### config.mk
export PLATFORM = sky130hd
export DESIGN_NAME = nibble_rle_font_decoder_unit_flat
export DESIGN_NICKNAME = d
export VERILOG_FILES = /design/src/rtl/nrfd_pkg.sv /design/src/rtl/nrfd_if.sv /design/src/rtl/nrfd_ctrl.sv /design/src/rtl/nrfd_dp.sv /design/src/rtl/nibble_rle_font_decoder_unit.sv /design/src/flat_wrapper.sv
export VERILOG_INCLUDE_DIRS = /design/src /design/src/rtl
export SDC_FILE = /design/constraint.sdc
export NUM_CORES = 1
export LEC_CHECK = 0
export ABC_AREA = 0
export BUFFER_PORTS_ARGS = -buffer_cell sky130_fd_sc_hd__buf_2
export CAP_MARGIN = 10
export CORE_ASPECT_RATIO = 0.6
export CORE_MARGIN = 3
export CORE_UTILIZATION = 40
export DETAILED_ROUTE_END_ITERATION = 10
export PLACE_DENSITY = 0.66
export SLEW_MARGIN = 30
export SYNTH_ARGS = -nofsm -noshare
export SYNTH_HDL_FRONTEND = slang
export SYNTH_SLANG_ARGS = --single-unit
### constraint.sdc
create_clock -name clk -period 2.45 [get_ports clk]
set_input_delay 0.49 -clock clk [delete_from_list [all_inputs] [get_ports clk]]
set_output_delay 0.49 -clock clk [all_outputs]
set_load 0.02 [all_outputs]
### src/rtl/nibble_rle_font_decoder_unit_assert.svh
// Assertion macros shared by the nibble RLE font decoder.
`ifndef NIBBLE_RLE_FONT_DECODER_UNIT_ASSERT_SVH
`define NIBBLE_RLE_FONT_DECODER_UNIT_ASSERT_SVH

// Same-cycle implication, checked outside reset.
`define NRFD_ASSERT_NOW(lbl, ante, cons) \
  lbl: assert property (@(posedge clk) disable iff (!rst_n) (ante) |-> (cons)) \
    else $error("nrfd assertion failed");

// Next-cycle implication, checked outside reset.
`define NRFD_ASSERT_NEXT(lbl, ante, cons) \
  lbl: assert property (@(posedge clk) disable iff (!rst_n) (ante) |=> (cons)) \
    else $error("nrfd assertion failed");

`endif

### src/rtl/nrfd_pkg.sv
// Shared constants and control types of the nibble RLE font decoder.
`timescale 1ns / 1ps

package nrfd_pkg;

  // Field widths.
  localparam int unsigned CodeW  = 8;
  localparam int unsigned AlphaW = 8;
  localparam int unsigned CountW = 3;
  localparam int unsigned RunW   = 8;

  // Header byte layout: bit 7 set announces a literal run.
  localparam int unsigned HdrLitBit = 7;

  // Most pixel pairs carried by one output word.
  localparam logic [CountW-1:0] PairsPerWord = 3'd4;

  // Commands from the controller to the datapath.
  typedef struct packed {
    logic take;  // an input byte is accepted this cycle
    logic emit;  // a zero-run word is loaded into the output register
    logic busy;  // a zero run is being emitted
  } cmd_t;

  // Status from the datapath to the controller.
  typedef struct packed {
    logic slot_free;   // output register empty or being emptied
    logic zrun_hdr;    // the byte on the input is a zero-run header
    logic last_chunk;  // the remaining zero pairs fit in one word
  } status_t;

endpackage

### src/rtl/nrfd_if.sv
// Valid/ready channel interfaces for the input bytes and the output words.
`timescale 1ns / 1ps

interface nrfd_in_if;
  logic                             valid;
  logic                             ready;
  logic [nrfd_pkg::CodeW-1:0]       code_byte;

  modport source (output valid, output code_byte, input ready);
  modport sink (input valid, input code_byte, output ready);
endinterface

interface nrfd_out_if;
  logic                             valid;
  logic                             ready;
  logic [nrfd_pkg::AlphaW-1:0]      alpha_a;
  logic [nrfd_pkg::AlphaW-1:0]      alpha_b;
  logic [nrfd_pkg::AlphaW-1:0]      alpha_c;
  logic [nrfd_pkg::AlphaW-1:0]      alpha_d;
  logic [nrfd_pkg::AlphaW-1:0]      alpha_e;
  logic [nrfd_pkg::AlphaW-1:0]      alpha_f;
  logic [nrfd_pkg::AlphaW-1:0]      alpha_g;
  logic [nrfd_pkg::AlphaW-1:0]      alpha_h;
  logic [nrfd_pkg::CountW-1:0]      pair_count;
  logic                             end_of_burst;

  modport source (output valid, output alpha_a, output alpha_b, output alpha_c,
                  output alpha_d, output alpha_e, output alpha_f, output alpha_g,
                  output alpha_h, output pair_count, output end_of_burst,
                  input ready);
  modport sink (input valid, input alpha_a, input alpha_b, input alpha_c,
                input alpha_d, input alpha_e, input alpha_f, input alpha_g,
                input alpha_h, input pair_count, input end_of_burst,
                output ready);
endinterface

### src/rtl/nrfd_ctrl.sv
// Controller of the nibble RLE font decoder: input acceptance and zero-run sequencing.
`timescale 1ns / 1ps

module nrfd_ctrl (
  input  logic              clk,
  input  logic              rst_n,
  input  logic              in_valid,
  input  nrfd_pkg::status_t st,
  output logic              in_ready,
  output nrfd_pkg::cmd_t    cmd
);

  typedef enum logic [1:0] {
    S_IDLE = 2'b01,
    S_ZRUN = 2'b10
  } state_t;

  state_t state_r, state_nxt;

  // Decide acceptance, emission and the next state.
  always_comb begin
    state_nxt = state_r;
    in_ready  = 1'b0;
    cmd       = '0;
    case (state_r)
      S_IDLE: begin
        in_ready = st.slot_free;
        cmd.take = in_valid && st.slot_free;
        if (cmd.take && st.zrun_hdr) begin
          state_nxt = S_ZRUN;
        end
      end
      S_ZRUN: begin
        cmd.busy = 1'b1;
        cmd.emit = st.slot_free;
        if (cmd.emit && st.last_chunk) begin
          state_nxt = S_IDLE;
        end
      end
      default: begin
        state_nxt = S_IDLE;
      end
    endcase
  end

  // State register.
  always_ff @(posedge clk) begin
    if (!rst_n) begin
      state_r <= S_IDLE;
    end else begin
      state_r <= state_nxt;
    end
  end

endmodule

### src/rtl/nrfd_dp.sv
// Datapath of the nibble RLE font decoder: run state, zero-pair counter and output register.
`timescale 1ns / 1ps

module nrfd_dp (
  input  logic                           clk,
  input  logic                           rst_n,
  input  logic [nrfd_pkg::CodeW-1:0]     code_byte,
  input  logic                           out_ready,
  input  nrfd_pkg::cmd_t                 cmd,
  output nrfd_pkg::status_t              st,
  output logic                           out_valid,
  output logic [nrfd_pkg::AlphaW-1:0]    alpha_r [8],
  output logic [nrfd_pkg::CountW-1:0]    pair_count,
  output logic                           end_of_burst,
  output logic                           lit_data
);

  logic                          in_run_r, in_run_nxt;
  logic [nrfd_pkg::RunW-1:0]     left_r, left_nxt;
  logic [nrfd_pkg::RunW-1:0]     pairs_r, pairs_nxt;
  logic                          out_valid_r, out_valid_nxt;
  logic [nrfd_pkg::CountW-1:0]   count_r;
  logic                          eob_r;
  logic                          load_lit;
  logic                          last_chunk;

  // Decode of the current byte against the run state.
  assign lit_data   = in_run_r && (left_r != '0);
  assign last_chunk = pairs_r <= nrfd_pkg::RunW'(nrfd_pkg::PairsPerWord);
  assign load_lit   = cmd.take && lit_data;

  assign st.slot_free  = !out_valid_r || out_ready;
  assign st.zrun_hdr   = !lit_data && !code_byte[nrfd_pkg::HdrLitBit];
  assign st.last_chunk = last_chunk;

  // Run state and zero-pair counter updates.
  always_comb begin
    in_run_nxt = in_run_r;
    left_nxt   = left_r;
    pairs_nxt  = pairs_r;
    if (cmd.take) begin
      if (lit_data) begin
        left_nxt   = left_r - 8'd1;
        in_run_nxt = (left_r != 8'd1);
      end else if (code_byte[nrfd_pkg::HdrLitBit]) begin
        in_run_nxt = 1'b1;
        left_nxt   = {1'b0, code_byte[6:0]} + 8'd1;
      end else begin
        in_run_nxt = 1'b0;
        left_nxt   = '0;
        pairs_nxt  = code_byte + 8'd2;
      end
    end else if (cmd.emit && !last_chunk) begin
      pairs_nxt = pairs_r - nrfd_pkg::RunW'(nrfd_pkg::PairsPerWord);
    end
  end

  // Output word valid flag.
  always_comb begin
    out_valid_nxt = out_valid_r && !out_ready;
    if (load_lit || cmd.emit) begin
      out_valid_nxt = 1'b1;
    end
  end

  // Control registers.
  always_ff @(posedge clk) begin
    if (!rst_n) begin
      in_run_r    <= 1'b0;
      left_r      <= '0;
      out_valid_r <= 1'b0;
    end else begin
      in_run_r    <= in_run_nxt;
      left_r      <= left_nxt;
      out_valid_r <= out_valid_nxt;
    end
  end

  // Payload registers; a nibble times 17 is the nibble written twice.
  always_ff @(posedge clk) begin
    pairs_r <= pairs_nxt;
    if (load_lit) begin
      alpha_r[0] <= {code_byte[7:4], code_byte[7:4]};
      alpha_r[1] <= {code_byte[3:0], code_byte[3:0]};
      for (int i = 2; i < 8; i++) begin
        alpha_r[i] <= '0;
      end
      count_r    <= 3'd1;
      eob_r      <= 1'b1;
    end else if (cmd.emit) begin
      for (int i = 0; i < 8; i++) begin
        alpha_r[i] <= '0;
      end
      count_r <= last_chunk ? pairs_r[nrfd_pkg::CountW-1:0] : nrfd_pkg::PairsPerWord;
      eob_r   <= last_chunk;
    end
  end

  assign out_valid    = out_valid_r;
  assign pair_count   = count_r;
  assign end_of_burst = eob_r;

endmodule

### src/rtl/nibble_rle_font_decoder_unit.sv
// Top level of the nibble RLE font decoder.
`timescale 1ns / 1ps

// Takes one compressed byte per input transfer and emits words of up to four pixel-alpha pairs.
// A literal data byte is accepted and its word is registered, available in the next cycle;
// a literal header is accepted and yields no word. A zero-run header b is accepted and
// then holds the input while its ceil((b + 2) / 4) output words are emitted,
// one at a time (1 to 33 words), since each word passes through the single output
// register; a stalled output holds the input longer. Unused pairs of a word read as 0,
// and end_of_burst marks the last word caused by a byte.
module nibble_rle_font_decoder_unit (
  input  logic       clk,
  input  logic       rst_n,
  nrfd_in_if.sink    in_ch,
  nrfd_out_if.source out_ch
);

  `include "nibble_rle_font_decoder_unit_assert.svh"

  nrfd_pkg::cmd_t               cmd;
  nrfd_pkg::status_t            st;
  logic                         in_ready;
  logic                         lit_data;
  logic [nrfd_pkg::AlphaW-1:0]  alpha [8];

  // Controller.
  nrfd_ctrl u_ctrl (
    .clk      (clk),
    .rst_n    (rst_n),
    .in_valid (in_ch.valid),
    .st       (st),
    .in_ready (in_ready),
    .cmd      (cmd)
  );

  // Datapath.
  nrfd_dp u_dp (
    .clk          (clk),
    .rst_n        (rst_n),
    .code_byte    (in_ch.code_byte),
    .out_ready    (out_ch.ready),
    .cmd          (cmd),
    .st           (st),
    .out_valid    (out_ch.valid),
    .alpha_r      (alpha),
    .pair_count   (out_ch.pair_count),
    .end_of_burst (out_ch.end_of_burst),
    .lit_data     (lit_data)
  );

  // Channel connections.
  assign in_ch.ready    = in_ready;
  assign out_ch.alpha_a = alpha[0];
  assign out_ch.alpha_b = alpha[1];
  assign out_ch.alpha_c = alpha[2];
  assign out_ch.alpha_d = alpha[3];
  assign out_ch.alpha_e = alpha[4];
  assign out_ch.alpha_f = alpha[5];
  assign out_ch.alpha_g = alpha[6];
  assign out_ch.alpha_h = alpha[7];

  // The input is held for the whole of a zero run.
  `NRFD_ASSERT_NOW(a_busy_blocks_input, cmd.busy, !in_ready)
  // Only the last word of a burst may be short.
  `NRFD_ASSERT_NOW(a_full_unless_last, out_ch.valid && !out_ch.end_of_burst, out_ch.pair_count == nrfd_pkg::PairsPerWord)
  // A literal data byte gives one single-pair closing word.
  `NRFD_ASSERT_NEXT(a_literal_word, cmd.take && lit_data, out_ch.valid && out_ch.pair_count == 3'd1 && out_ch.end_of_burst)
  // Emitting the last chunk ends the zero run.
  `NRFD_ASSERT_NEXT(a_run_ends, cmd.emit && st.last_chunk, !cmd.busy)

endmodule

### src/flat_wrapper.sv
// flat-port wrapper written by rule: the top's interface ports become plain ports
module nibble_rle_font_decoder_unit_flat 
  (clk, rst_n, in_ch_valid, in_ch_code_byte, in_ch_ready, out_ch_valid, out_ch_alpha_a, out_ch_alpha_b, out_ch_alpha_c, out_ch_alpha_d, out_ch_alpha_e, out_ch_alpha_f, out_ch_alpha_g, out_ch_alpha_h, out_ch_pair_count, out_ch_end_of_burst, out_ch_ready);
  nrfd_in_if in_ch_i ();
  nrfd_out_if out_ch_i ();
  input  logic clk;
  input  logic rst_n;
  input wire logic [$bits(in_ch_i.valid)-1:0] in_ch_valid;
  input wire logic [$bits(in_ch_i.code_byte)-1:0] in_ch_code_byte;
  output wire logic [$bits(in_ch_i.ready)-1:0] in_ch_ready;
  output wire logic [$bits(out_ch_i.valid)-1:0] out_ch_valid;
  output wire logic [$bits(out_ch_i.alpha_a)-1:0] out_ch_alpha_a;
  output wire logic [$bits(out_ch_i.alpha_b)-1:0] out_ch_alpha_b;
  output wire logic [$bits(out_ch_i.alpha_c)-1:0] out_ch_alpha_c;
  output wire logic [$bits(out_ch_i.alpha_d)-1:0] out_ch_alpha_d;
  output wire logic [$bits(out_ch_i.alpha_e)-1:0] out_ch_alpha_e;
  output wire logic [$bits(out_ch_i.alpha_f)-1:0] out_ch_alpha_f;
  output wire logic [$bits(out_ch_i.alpha_g)-1:0] out_ch_alpha_g;
  output wire logic [$bits(out_ch_i.alpha_h)-1:0] out_ch_alpha_h;
  output wire logic [$bits(out_ch_i.pair_count)-1:0] out_ch_pair_count;
  output wire logic [$bits(out_ch_i.end_of_burst)-1:0] out_ch_end_of_burst;
  input wire logic [$bits(out_ch_i.ready)-1:0] out_ch_ready;
  assign in_ch_i.valid = in_ch_valid;
  assign in_ch_i.code_byte = in_ch_code_byte;
  assign in_ch_ready = in_ch_i.ready;
  assign out_ch_valid = out_ch_i.valid;
  assign out_ch_alpha_a = out_ch_i.alpha_a;
  assign out_ch_alpha_b = out_ch_i.alpha_b;
  assign out_ch_alpha_c = out_ch_i.alpha_c;
  assign out_ch_alpha_d = out_ch_i.alpha_d;
  assign out_ch_alpha_e = out_ch_i.alpha_e;
  assign out_ch_alpha_f = out_ch_i.alpha_f;
  assign out_ch_alpha_g = out_ch_i.alpha_g;
  assign out_ch_alpha_h = out_ch_i.alpha_h;
  assign out_ch_pair_count = out_ch_i.pair_count;
  assign out_ch_end_of_burst = out_ch_i.end_of_burst;
  assign out_ch_i.ready = out_ch_ready;
  nibble_rle_font_decoder_unit u_core (.clk(clk), .rst_n(rst_n), .in_ch(in_ch_i), .out_ch(out_ch_i));
endmodule
After elaboration in Yosys (flattened, before gate mapping). Index checks and enable logic that the tools add are counted.

Bits in read-only memories: 0. Output and inout port bits: 70. Memories: 0. Bits in latches: 0. Word-level logic and storage cells: 59. Register bits after elaboration: 40. Input port bits: 12. Bits in writable memories: 0.

Order comparisons: 1. Equality and inequality tests: 7. Divide/modulo/power cells: 0. $add $sub $neg: 4. Multiply operators: 0. Multiplexer cells: 18. Reductions and logical operators: 20. Shifts and indexed selects: 0. Bitwise logic cells: 0.

Operators with widths (number): two-way mux 64 bit (2); two-way mux 8 bit (6); adder 7 x 1 -> 8 bit (second input constant) (1); adder 8 x 2 -> 8 bit (second input constant) (1); less-or-equal comparator 8 x 3 -> 1 bit (second input constant) (1); logical AND 1 bit (8); inequality test 2 bit (second input constant) (4); inequality test 8 x 1 -> 1 bit (second input constant) (1); nonzero test 8 bit (1); subtractor 8 x 1 -> 8 bit (second input constant) (1); subtractor 8 x 3 -> 8 bit (second input constant) (1); two-way mux 2 bit (3); zero test 1 bit (5); two-way mux 1 bit (5); one-hot mux 2 bit (2 select lines) (1); nonzero test 2 bit (2); two-way mux 3 bit (1); AND reduction 3 bit (1); equality test 2 x 1 -> 1 bit (second input constant) (1); equality test 2 bit (second input constant) (1); logical OR 1 bit (2); AND reduction 2 bit (1).

Logic depth before layout (Yosys ltp). Gate-level depths: netlist of run 1.

Depth after elaboration: 7. Depth in mapped cells: 8. Depth with buffers taken out: 7.

Cells and area by module. A second synthesis of run 1 with hierarchy kept.

Cell total of the unflattened synthesis: 247. Area total of the unflattened synthesis: 2219.6 um2.

By module, submodules not included: nrfd_dp (cells each 237, seq. area each 760.7 um2, times used 1, area each 2114.5 um2); nrfd_ctrl (cells each 10, seq. area each 40.0 um2, times used 1, area each 105.1 um2).

Worst setup path before layout of run 1. Ideal clock, no wire load.

Path type: register to register. From: register u_core.u_dp.left_r[0] in the netlist's numbering. To: register u_core.u_dp.alpha_r[51] in the netlist's numbering (enable). Clock period less this slack: 2153 ps. Library setup time: 387 ps. Setup slack: 297 ps. Path buffers: 1. Data arrival time: 1766 ps. Stages on the path, launching flop included: 7. Required time: 2063 ps. Cell sequence: dfxtp_1 > inv_1 > ha_1 > or4b_4 > o21ai_2 > buf_6 > o21ai_0.

Longest elaborated chain between the ends: 4.

RTL lines: from (decl) (RTL line nrfd_dp.sv:19) `logic [nrfd_pkg::RunW-1:0] left_r, left_nxt;`; from (signal assigned) (RTL line nrfd_dp.sv:74) `left_r <= left_nxt;`; nonzero test 8 bit (RTL line nrfd_dp.sv:28) `assign lit_data = in_run_r && (left_r != '0);`; logical AND 1 bit (RTL line nrfd_dp.sv:28); logical AND 1 bit (RTL line nrfd_dp.sv:30) `assign load_lit = cmd.take && lit_data;`; nonzero test 2 bit (no source line); to (decl) (RTL line nrfd_dp.sv:12) `output logic [nrfd_pkg::AlphaW-1:0] alpha_r [8],`.

Every way passes these cells. A chain may end at the register's enable or synchronous reset.

Worst setup path after layout of run 1.
From: register u_core.u_dp.left_r[1] in the netlist's numbering. To: register u_core.u_dp.left_r[6] in the netlist's numbering.

Longest elaborated chain between the ends: 3. Elaborated cells between the ends (all ways): 4. Classes of those cells: add/sub: 1; mux: 1; reduce/logical: 2.

RTL lines: branches (longest 2 deep; another with subtractor 8 x 1 -> 8 bit); two-way mux 8 bit (*) (RTL line nrfd_dp.sv:42) `if (lit_data) begin`.

Mark *: on every way between the ends.

==> results.yml, run 1 <==
worst_setup_path:
  path_cells: "inv_1, ha_1, or4b_4, o21ai_2, buf_4, nand2_1, or3_1, a21oi_1"
  path_buf_inv: 2
  critical_path_required_ns: 2.66
  critical-path-top-delay-family: "simple AND/OR/NAND/NOR gates"
  crit_arrival_ns: 2.37
  slowest_stage: "or4b_4"
  critPathKind: "flip-flop to flip-flop"
  end_kind: "flip-flop"
  critPathLaunchType: "flip-flop"
  path_max_fanout: 10
  slowest_delay_ns: 0.51
power_and_ir_drop:
  total_power_mw: 1.46
  ir_drop_mv: 0.289
  intPower_mw: 0.962
  clkPwrFrac_pct: 26.1
  p_sw_mw: 0.500
  p_per_area_mw_per_mm2: 630
  swShare_pct: 34.2
  leakage_nw: 1.04
  power_frac_comb_pct: 28.7
  p_seq_share_pct: 45.2
yosys:
  synth_edf_count: 16
  ys_ff_latch: 32
  avgSynthCellArea_sq_um: 8.89
  ys_types: 51
  synth_seq_area_share_pct: 35.8
  yosysWarnings: 0
  synth_ff_type: "edfxtp_1"
  async_reset_ff_share_pct: 0
  syn_area_sq_mm: 0.00224
  synthCells: 252
run_status:
  status: "complete, no violations"
clocking:
  hold_buffers: 0
  ctsLongestPathBuffers: 2
  cts_root_buf: "clkbuf_8"
  clock-sinks: 32
  htreeDepth: 2
  cts_tree: "done"
  clk_latency_ns: 0.28
  path_clk_slew_ns: 0.07
  cts_setup_buffers: 0
  post_cts_resized: 0
  cts_made_buffers: 5
final_layout:
  finalInstanceArea_sq_mm: 0.00232
  antenna_cells: 0
  finalNetCount: 299
  final_layout_size_suffix_gt1_share_pct: 17.4
  layout_commonest_cell: "conb_1"
  syn_to_final_growth_pct: 3.58
  layout_common_cells: "conb_1, buf_2, nand2_1, dfxtp_1, edfxtp_1"
detailed_routing:
  vias: 1670
  totalWireLength_mm: 4.75
  drt-initial-drc-count: 131
  antenna_left: 0
  dr.pass1.iters: 4
  drt-vias-per-instance: 4.81
  wl_per_cell_microns: 13.7
  drc: 0
sta:
  whs_ns: 0.463
  rsz0062_at_grt: "false"
  slew_viol_final: 0
  min_period_over_period_pct: 87.9
  clock-skew-final_ns: 0.00647
  fin_crit_ns: 2.15
  setup-tns-final_ns: 0
  finalSetupViolations: 0
  timing.fmax_mhz: 464
  hold_viol_final: 0
flow_run:
  maxCapViolCount: 0
global_routing:
  grt_max_degree: 16
  grtUsageTotal_pct: 14.5
  grt_antenna_before_repair: 0
  grt_pass1_vias: 1392
  grt_pass1_wl_mm: 7.27
  grt_overflow: 0
hold_path:
  hp-class: "primary input to flip-flop"
die:
  initial_core_util_pct: 42.8
  core_area_sq_mm: 0.00523
  die-area_sq_mm: 0.00656
  die_w_microns: 103
  rows: 20
  io_pins: 82
  dieHeight_microns: 64.0
placement:
  place_area_sq_mm: 0.00224
  globalplace.congestion: 0.917
  dp_hpwl_mm: 3.78
  io_buffers: 33
[kinds of logic (layout without fill, tap and decap cells)]
kind of cell,count (synthesis),in the layout,synth area share (%)
AO/OA/AOI/OAI,42,42,12.0
XOR/XNOR,13,13,5.08
adder cells (fa/ha/maj),7,7,3.91
buffers and inverters,73,55,22.3
flip-flops,32,32,35.8
multiplexers,2,2,0.950
other,1,48,0.167
AND/OR/NAND/NOR,82,82,19.9
[final timing paths]
path                            start                  endpoint  slack [ns]  cells after the start
max             u_core.u_dp.left_r[1]     u_core.u_dp.left_r[6]        0.30                      8
min                             rst_n  u_core.u_ctrl.state_r[0]        0.46                      2
max reg2reg     u_core.u_dp.left_r[1]     u_core.u_dp.left_r[6]        0.30                      8
min reg2reg  u_core.u_dp.end_of_burst  u_core.u_dp.end_of_burst        0.47                      1
[cells in the mapped netlist (2+ instances only)]
cell / instances / area [sq um]
a21o_1: 2 / 15.0
o21ai_0: 10 / 50.1
buf_6: 2 / 22.5
o21ai_1: 2 / 10.0
a31oi_1: 3 / 18.8
clkbuf_1: 6 / 22.5
nor2_1: 14 / 52.6
nor2b_1: 3 / 18.8
nand2_1: 16 / 60.1
buf_4: 56 / 420
inv_1: 8 / 30.0
and2_1: 11 / 68.8
nor3_1: 5 / 25.0
nor4b_1: 2 / 17.5
nor3b_1: 2 / 15.0
nand3_1: 11 / 55.1
edfxtp_1: 16 / 480
xor2_1: 9 / 78.8
a22oi_1: 2 / 15.0
or3_1: 4 / 25.0
ha_1: 7 / 87.6
o22ai_1: 2 / 12.5
dfxtp_1: 16 / 320
nor4_1: 3 / 18.8
a21oi_1: 9 / 45.0
xnor2_1: 4 / 35.0
nand4b_1: 3 / 26.3
[per-stage QoR]
| step | cells | utilization, % | setup slack, ns |
|---|---|---|---|
| 2_1_floorplan | 299 | - | 0.297 |
| 3_3_place_gp | 339 | 42.8 | 0.402 |
| 3_5_place_dp | 339 | 42.8 | 0.334 |
| 4_1_cts | 347 | 44.4 | 0.310 |
| 5_1_grt | 347 | 44.4 | 0.127 |
| 6_report | 347 | 44.4 | 0.296 |
[worst reg2reg max path, stage by stage (launching register included)]
cell and delay, ns:
dfxtp_1 0.33, inv_1 0.12, ha_1 0.20, or4b_4 0.51, o21ai_2 0.16, buf_4 0.19, nand2_1 0.09, or3_1 0.37
a21oi_1 0.12
[final cells by class]
class                           instances  area [sq um]
Timing Repair Buffer                   39           210
Clock inverter                          1          3.75
Clock buffer                            7          76.3
Fill cell                             519          2910
Tap cell                               66          82.6
Multi-Input combinational cell        194          1120
Sequential cell                        32           801
Inverter                                8          30.0
[metal layers]
metal,GRT usage [%],up-vias,routed length (microns)
met2,16.6,75,1780
li1,-,833,-
met5,0,-,0
met1,24.9,762,2580
met3,5.34,0,393
met4,1.47,0,0
[power by group through the flow]
stage                     combinational, mW  clock, mW  sequential (mW)
after global routing                  0.462      0.423            0.667
final                                 0.420      0.382            0.660
after detailed placement              0.415          0            0.669
after CTS                             0.417      0.393            0.659
after floorplan                       0.340          0            0.694
after global placement                0.416          0            0.670
[state kept, by name (all words and copies together) (netlist names)]
name and count:
u_core.u_dp.pair_count 3, u_core.u_dp.alpha_r 8, u_core.u_dp.out_valid 1, u_core.u_dp.end_of_burst 1
u_core.u_dp.pairs_r 8, u_core.u_dp.left_r 8, u_core.u_dp.in_run_r 1, u_core.u_ctrl.state_r 2
Power figures use the tool's default switching activity.
==> run 2: changes to the inputs <==
--- a/config.mk
+++ b/config.mk
@@ -9,11 +9,13 @@
 export ABC_AREA = 0
 export BUFFER_PORTS_ARGS = -buffer_cell sky130_fd_sc_hd__buf_2
 export CAP_MARGIN = 10
+export CELL_PAD_IN_SITES_DETAIL_PLACEMENT = 0
+export CELL_PAD_IN_SITES_GLOBAL_PLACEMENT = 1
 export CORE_ASPECT_RATIO = 0.6
 export CORE_MARGIN = 3
-export CORE_UTILIZATION = 40
+export CORE_UTILIZATION = 36
 export DETAILED_ROUTE_END_ITERATION = 10
-export PLACE_DENSITY = 0.66
+export PLACE_DENSITY = 0.79
 export SLEW_MARGIN = 30
 export SYNTH_ARGS = -nofsm -noshare
 export SYNTH_HDL_FRONTEND = slang
==> run 2 against run 1 <==
Effect of this change: count of clock-buffer cells in the layout is 2 lower; fmax down 5.1%; die area is 10% higher; clock power increased by 4%; critical path type unchanged; sequential power hardly changed; worst setup slack worse by 0.12 ns; combinational power grew 1%; sequential cell count unchanged; clock skew fell by 0.0010 ns.
==> results.yml, run 2 (same netlist as run 1, synthesis figures left out) <==
detailed_routing:
  totalWireLength_mm: 4.90
  drc: 0
  drt-initial-drc-count: 120
  dr.pass1.iters: 5
  vias: 1690
  drt-vias-per-instance: 4.69
  antenna_left: 0
  wl_per_cell_microns: 13.6
worst_setup_path:
  critical_path_required_ns: 2.42
  path_cells: "inv_1, ha_1, or4b_4, o21ai_2, nand2_1, nor2_1, a21o_1"
  critPathLaunchType: "flip-flop"
  rrSetupSlack_ns: 0.18
  slowest_delay_ns: 0.51
  path_buf_inv: 1
  path_max_fanout: 6
  crit_arrival_ns: 2.24
  critPathKind: "flip-flop to flip-flop"
  end_kind: "flip-flop"
  critical-path-top-delay-family: "simple AND/OR/NAND/NOR gates"
  slowest_stage: "or4b_4"
final_layout:
  layout_common_cells: "conb_1, buf_2, nand2_1, dfxtp_1, edfxtp_1"
  fillers: 622
  final_layout_size_suffix_gt1_share_pct: 17.9
  top_regs: "u_core.u_dp.alpha_r (8), u_core.u_dp.left_r (8), u_core.u_dp.pairs_r (8)"
  layout_commonest_cell: "conb_1"
  finalNetCount: 298
  fin_util_pct: 40.6
  syn_to_final_growth_pct: 4.69
  antenna_cells: 0
placement:
  dp_hpwl_mm: 3.83
  globalplace.congestion: 0.844
  io_buffers: 33
clocking:
  post_cts_resized: 0
  cts_made_buffers: 5
  path_clk_slew_ns: 0.07
  hold_buffers: 0
  htreeDepth: 2
  clock-sinks: 32
  cts_root_buf: "clkbuf_8"
  ctsLongestPathBuffers: 2
  cts_setup_buffers: 0
  clk_latency_ns: 0.29
  cts_tree: "done"
power_and_ir_drop:
  p_seq_share_pct: 44.7
  swShare_pct: 35.4
  power_frac_comb_pct: 28.6
  p_per_area_mw_per_mm2: 632
  leakage_nw: 1.05
  ir_drop_mv: 0.348
  p_sw_mw: 0.524
  intPower_mw: 0.958
  clkPwrFrac_pct: 26.7
global_routing:
  grtUsageTotal_pct: 13.6
  grt_pass1_wl_mm: 7.51
  grt_pass1_vias: 1401
  grt_antenna_before_repair: 0
  grt_max_degree: 20
  grt_overflow: 0
sta:
  timing.fmax_mhz: 441
  rsz0062_at_grt: "false"
  fin_crit_ns: 2.27
  clock-skew-final_ns: 0.00547
  hold_viol_final: 0
  finalSetupViolations: 0
  min_period_over_period_pct: 92.6
  slew_viol_final: 0
  setup-tns-final_ns: 0
die:
  io_pins: 82
  die_w_microns: 108
  die-area_sq_mm: 0.00723
  initial_core_util_pct: 38.7
  rows: 21
  dieHeight_microns: 67.1
  core_area_sq_mm: 0.00578
flow_run:
  maxCapViolCount: 0
run_status:
  status: "complete, no violations"
hold_path:
  hp-class: "primary input to flip-flop"
run 2: final timing paths:
kind / start / to / cells past startpoint
setup / recovery: u_core.u_dp.left_r[0] / u_core.u_dp.pairs_r[3] / 7
hold / removal: rst_n / u_core.u_ctrl.state_r[0] / 2
setup reg to reg: u_core.u_dp.left_r[0] / u_core.u_dp.pairs_r[3] / 7
hold reg to reg: u_core.u_dp.end_of_burst / u_core.u_dp.end_of_burst / 1
run 2: metal layers:
metal  routed length (microns)  global-route usage, %  vias up
li1                          -                      -      826
met1                      2530                   22.4      773
met2                      1860                   16.6       86
met3                       489                   3.48        5
met4                        20                   2.83        0
met5                         0                      0        -
run 2: power groups by stage:
stage          clock network [mW]  logic [mW]  registers (mW)
6_report                    0.396       0.424           0.662
5_1_grt                     0.432       0.467           0.670
4_1_cts                     0.403       0.422           0.662
3_5_place_dp                    0       0.418           0.673
3_3_place_gp                    0       0.418           0.673
2_1_floorplan                   0       0.340           0.694
run 2: through the flow:
stage          std cells  power, mW  hold slack [ns]  worst slack [ns]  instance area, sq um
6_report             360       1.48            0.471             0.180                  2340
5_1_grt              360       1.57            0.462            0.0478                  2340
4_1_cts              360       1.49            0.465             0.191                  2340
3_5_place_dp         352       1.09            0.474             0.219                  2260
3_3_place_gp         352       1.09            0.472             0.350                  2260
2_1_floorplan        299       1.03            0.458             0.297                  2420
run 2: area by class of cell:
class | count | area (sq um) | share of cell area (%)
clock inverters | 3 | 13.8 | 0.587
clock buffers | 5 | 68.8 | 2.93
inverters | 8 | 30.0 | 1.28
repair buffers | 38 | 215 | 9.18
multi-input cells | 194 | 1120 | 47.6
well taps | 80 | 100 | 4.27
flip-flops and latches | 32 | 801 | 34.2
run 2: worst reg2reg max path: cells and delay by family, from the launching register on:
kind / cells / cell delay [ns]
AOI/OAI and AO/OA: 2 / 0.47
buffers and inverters: 1 / 0.12
DFF: 1 / 0.37
and+or+nand+nor: 3 / 0.80
adders and majority gates: 1 / 0.19
==> run 3: changes to the inputs <==
--- a/config.mk
+++ b/config.mk
@@ -12,10 +12,9 @@
 export CELL_PAD_IN_SITES_DETAIL_PLACEMENT = 0
 export CELL_PAD_IN_SITES_GLOBAL_PLACEMENT = 1
 export CORE_ASPECT_RATIO = 0.6
-export CORE_MARGIN = 3
 export CORE_UTILIZATION = 36
 export DETAILED_ROUTE_END_ITERATION = 10
-export PLACE_DENSITY = 0.79
+export PLACE_DENSITY = 0.92
 export SLEW_MARGIN = 30
 export SYNTH_ARGS = -nofsm -noshare
 export SYNTH_HDL_FRONTEND = slang
==> run 3 against run 2 <==
Effect of this change: critical endpoint unchanged; cell count is 0.28% higher; critical path type unchanged; first-iteration DRC count increased by 34%; core utilization is the same; non-clock buffer count rose by 1.
==> results.yml, run 3 (same netlist as run 1, synthesis figures left out) <==
run_status:
  status: "complete, no violations"
hold_path:
  hold-path-endpoint: "u_core.u_ctrl.state_r[0]"
  worstHoldPathCells: 2
  hold_start: "rst_n"
  hp-class: "primary input to flip-flop"
die:
  io_pins: 82
  core_area_sq_mm: 0.00578
  die_w_microns: 104
  rows: 21
  initial_core_util_pct: 38.7
  dieHeight_microns: 63.1
  die-area_sq_mm: 0.00655
final_layout:
  final_cells: 361
  layout_common_cells: "conb_1, buf_2, nand2_1, dfxtp_1, edfxtp_1"
  antenna_cells: 0
  syn_to_final_growth_pct: 4.69
  finalNetCount: 299
  layout_commonest_cell: "conb_1"
  final_layout_size_suffix_gt1_share_pct: 17.4
  top_regs: "u_core.u_dp.alpha_r (8), u_core.u_dp.left_r (8), u_core.u_dp.pairs_r (8)"
worst_setup_path:
  slowest_delay_ns: 0.52
  end_kind: "flip-flop"
  critPathKind: "flip-flop to flip-flop"
  critical_path_required_ns: 2.42
  path_cells: "inv_1, ha_1, or4b_4, o21ai_4, nand2_1, nor2_1, a21o_1"
  rr_worst_depth: 7
  crit_arrival_ns: 2.19
  critPathLaunchType: "flip-flop"
  slowest_stage: "or4b_4"
  timing.rr.start: "u_core.u_dp.left_r[0]"
  r2r-end: "u_core.u_dp.pairs_r[3]"
  path_max_fanout: 6
  rrSetupSlack_ns: 0.23
detailed_routing:
  drt-initial-drc-count: 161
  antenna_left: 0
  totalWireLength_mm: 4.65
  drc: 0
  wl_per_cell_microns: 12.9
  vias: 1658
  drt-vias-per-instance: 4.59
  dr.pass1.iters: 4
clocking:
  cts_root_buf: "clkbuf_8"
  cts_made_buffers: 5
  hold_buffers: 0
  path_clk_slew_ns: 0.06
  ctsLongestPathBuffers: 2
  cts_tree: "done"
  htreeDepth: 2
  clk_latency_ns: 0.29
  clock-sinks: 32
global_routing:
  grtUsageTotal_pct: 14.9
  grt_antenna_before_repair: 0
  grt_max_degree: 16
  grt_overflow: 0
  grt_pass1_wl_mm: 7.39
  grt_pass1_vias: 1421
sta:
  setup-tns-final_ns: 0
  finalSetupViolations: 0
  timing.fmax_mhz: 450
  slew_viol_final: 0
  worst_pin_slew_ns: 0.489
  hold_viol_final: 0
  fin_crit_ns: 2.22
  clock-skew-final_ns: 0.00851
  rsz0062_at_grt: "false"
  whs_ns: 0.460
  max_slew_margin_pct: 67.1
  min_period_over_period_pct: 90.7
flow_run:
  maxCapViolCount: 0
placement:
  globalplace.congestion: 0.903
  dp_hpwl_mm: 3.69
  io_buffers: 33
  dp.cells: 353
power_and_ir_drop:
  leakage_nw: 1.05
  p_per_area_mw_per_mm2: 628
  ir_drop_mv: 0.237
run 3: changes by cell type in the layout (fill, tap and decap cells not counted):
cell	before	now
clkinv_2	2	0
buf_12	1	0
clkbuf_1	0	2
o21ai_4	0	1
buf_4	4	6
o21ai_2	1	0
run 3: worst max-delay path, delay by kind of cell, from the launching register on:
family / cells / cell delay, ns
AOI/OAI and AO/OA: 2 / 0.45
adders and majority gates: 1 / 0.20
buffers and inverters: 1 / 0.13
DFF: 1 / 0.36
and+or+nand+nor: 3 / 0.78
run 3: how the worst max path moves through the flow:
stage | startpoint | to | cells past startpoint
floorplan | u_core.u_dp.left_r[0] | u_core.u_dp.alpha_r[51] | 6
global placement | u_core.u_dp.left_r[0] | u_core.u_dp.pairs_r[7] | 7
detailed placement | u_core.u_dp.left_r[0] | u_core.u_dp.pairs_r[2] | 7
CTS | u_core.u_dp.left_r[0] | u_core.u_dp.pairs_r[2] | 7
global route | u_core.u_dp.left_r[0] | u_core.u_dp.pairs_r[3] | 7
finish | u_core.u_dp.left_r[0] | u_core.u_dp.pairs_r[3] | 7
run 3: report_power, final:
part	internal [mW]	leakage (nW)	switching, mW
combinational	0.145	0.713	0.276
sequential	0.620	0.293	0.0404
clock	0.198	0.0399	0.193
run 3: repair_timing:
item                       in CTS  in global routing
gates resized for setup         0                  1
setup buffers                   0                  0
setup endpoints to repair       0                  6
run 3: routing by layer:
layer / vias up / GRT usage (%) / share of wire (%)
met2: 73 / 18.1 / 35
li1: 825 / - / -
met5: - / 0 / 0
met1: 753 / 23.0 / 54
met3: 7 / 6.00 / 9.9
met4: 0 / 3.75 / 0.90
run 3: area by class of cell:
type	instances	area (sq um)
Multi-Input combinational cell	194	1120
Tap cell	80	100
Clock buffer	7	76.3
Clock inverter	1	3.75
Inverter	8	30.0
Sequential cell	32	801
Timing Repair Buffer	39	210
Fill cell	589	3440
run 3: stage by stage:
| stage | util [%] | worst slack (ns) | instance area [sq um] | power [mW] |
|---|---|---|---|---|
| final | 40.6 | 0.228 | 2340 | 1.47 |
| after global routing | 40.6 | 0.0659 | 2340 | 1.55 |
| after CTS | 40.4 | 0.196 | 2340 | 1.47 |
| after detailed placement | 39.0 | 0.225 | 2260 | 1.08 |
| after global placement | 39.0 | 0.343 | 2260 | 1.08 |
| after floorplan | - | 0.297 | 2420 | 1.03 |
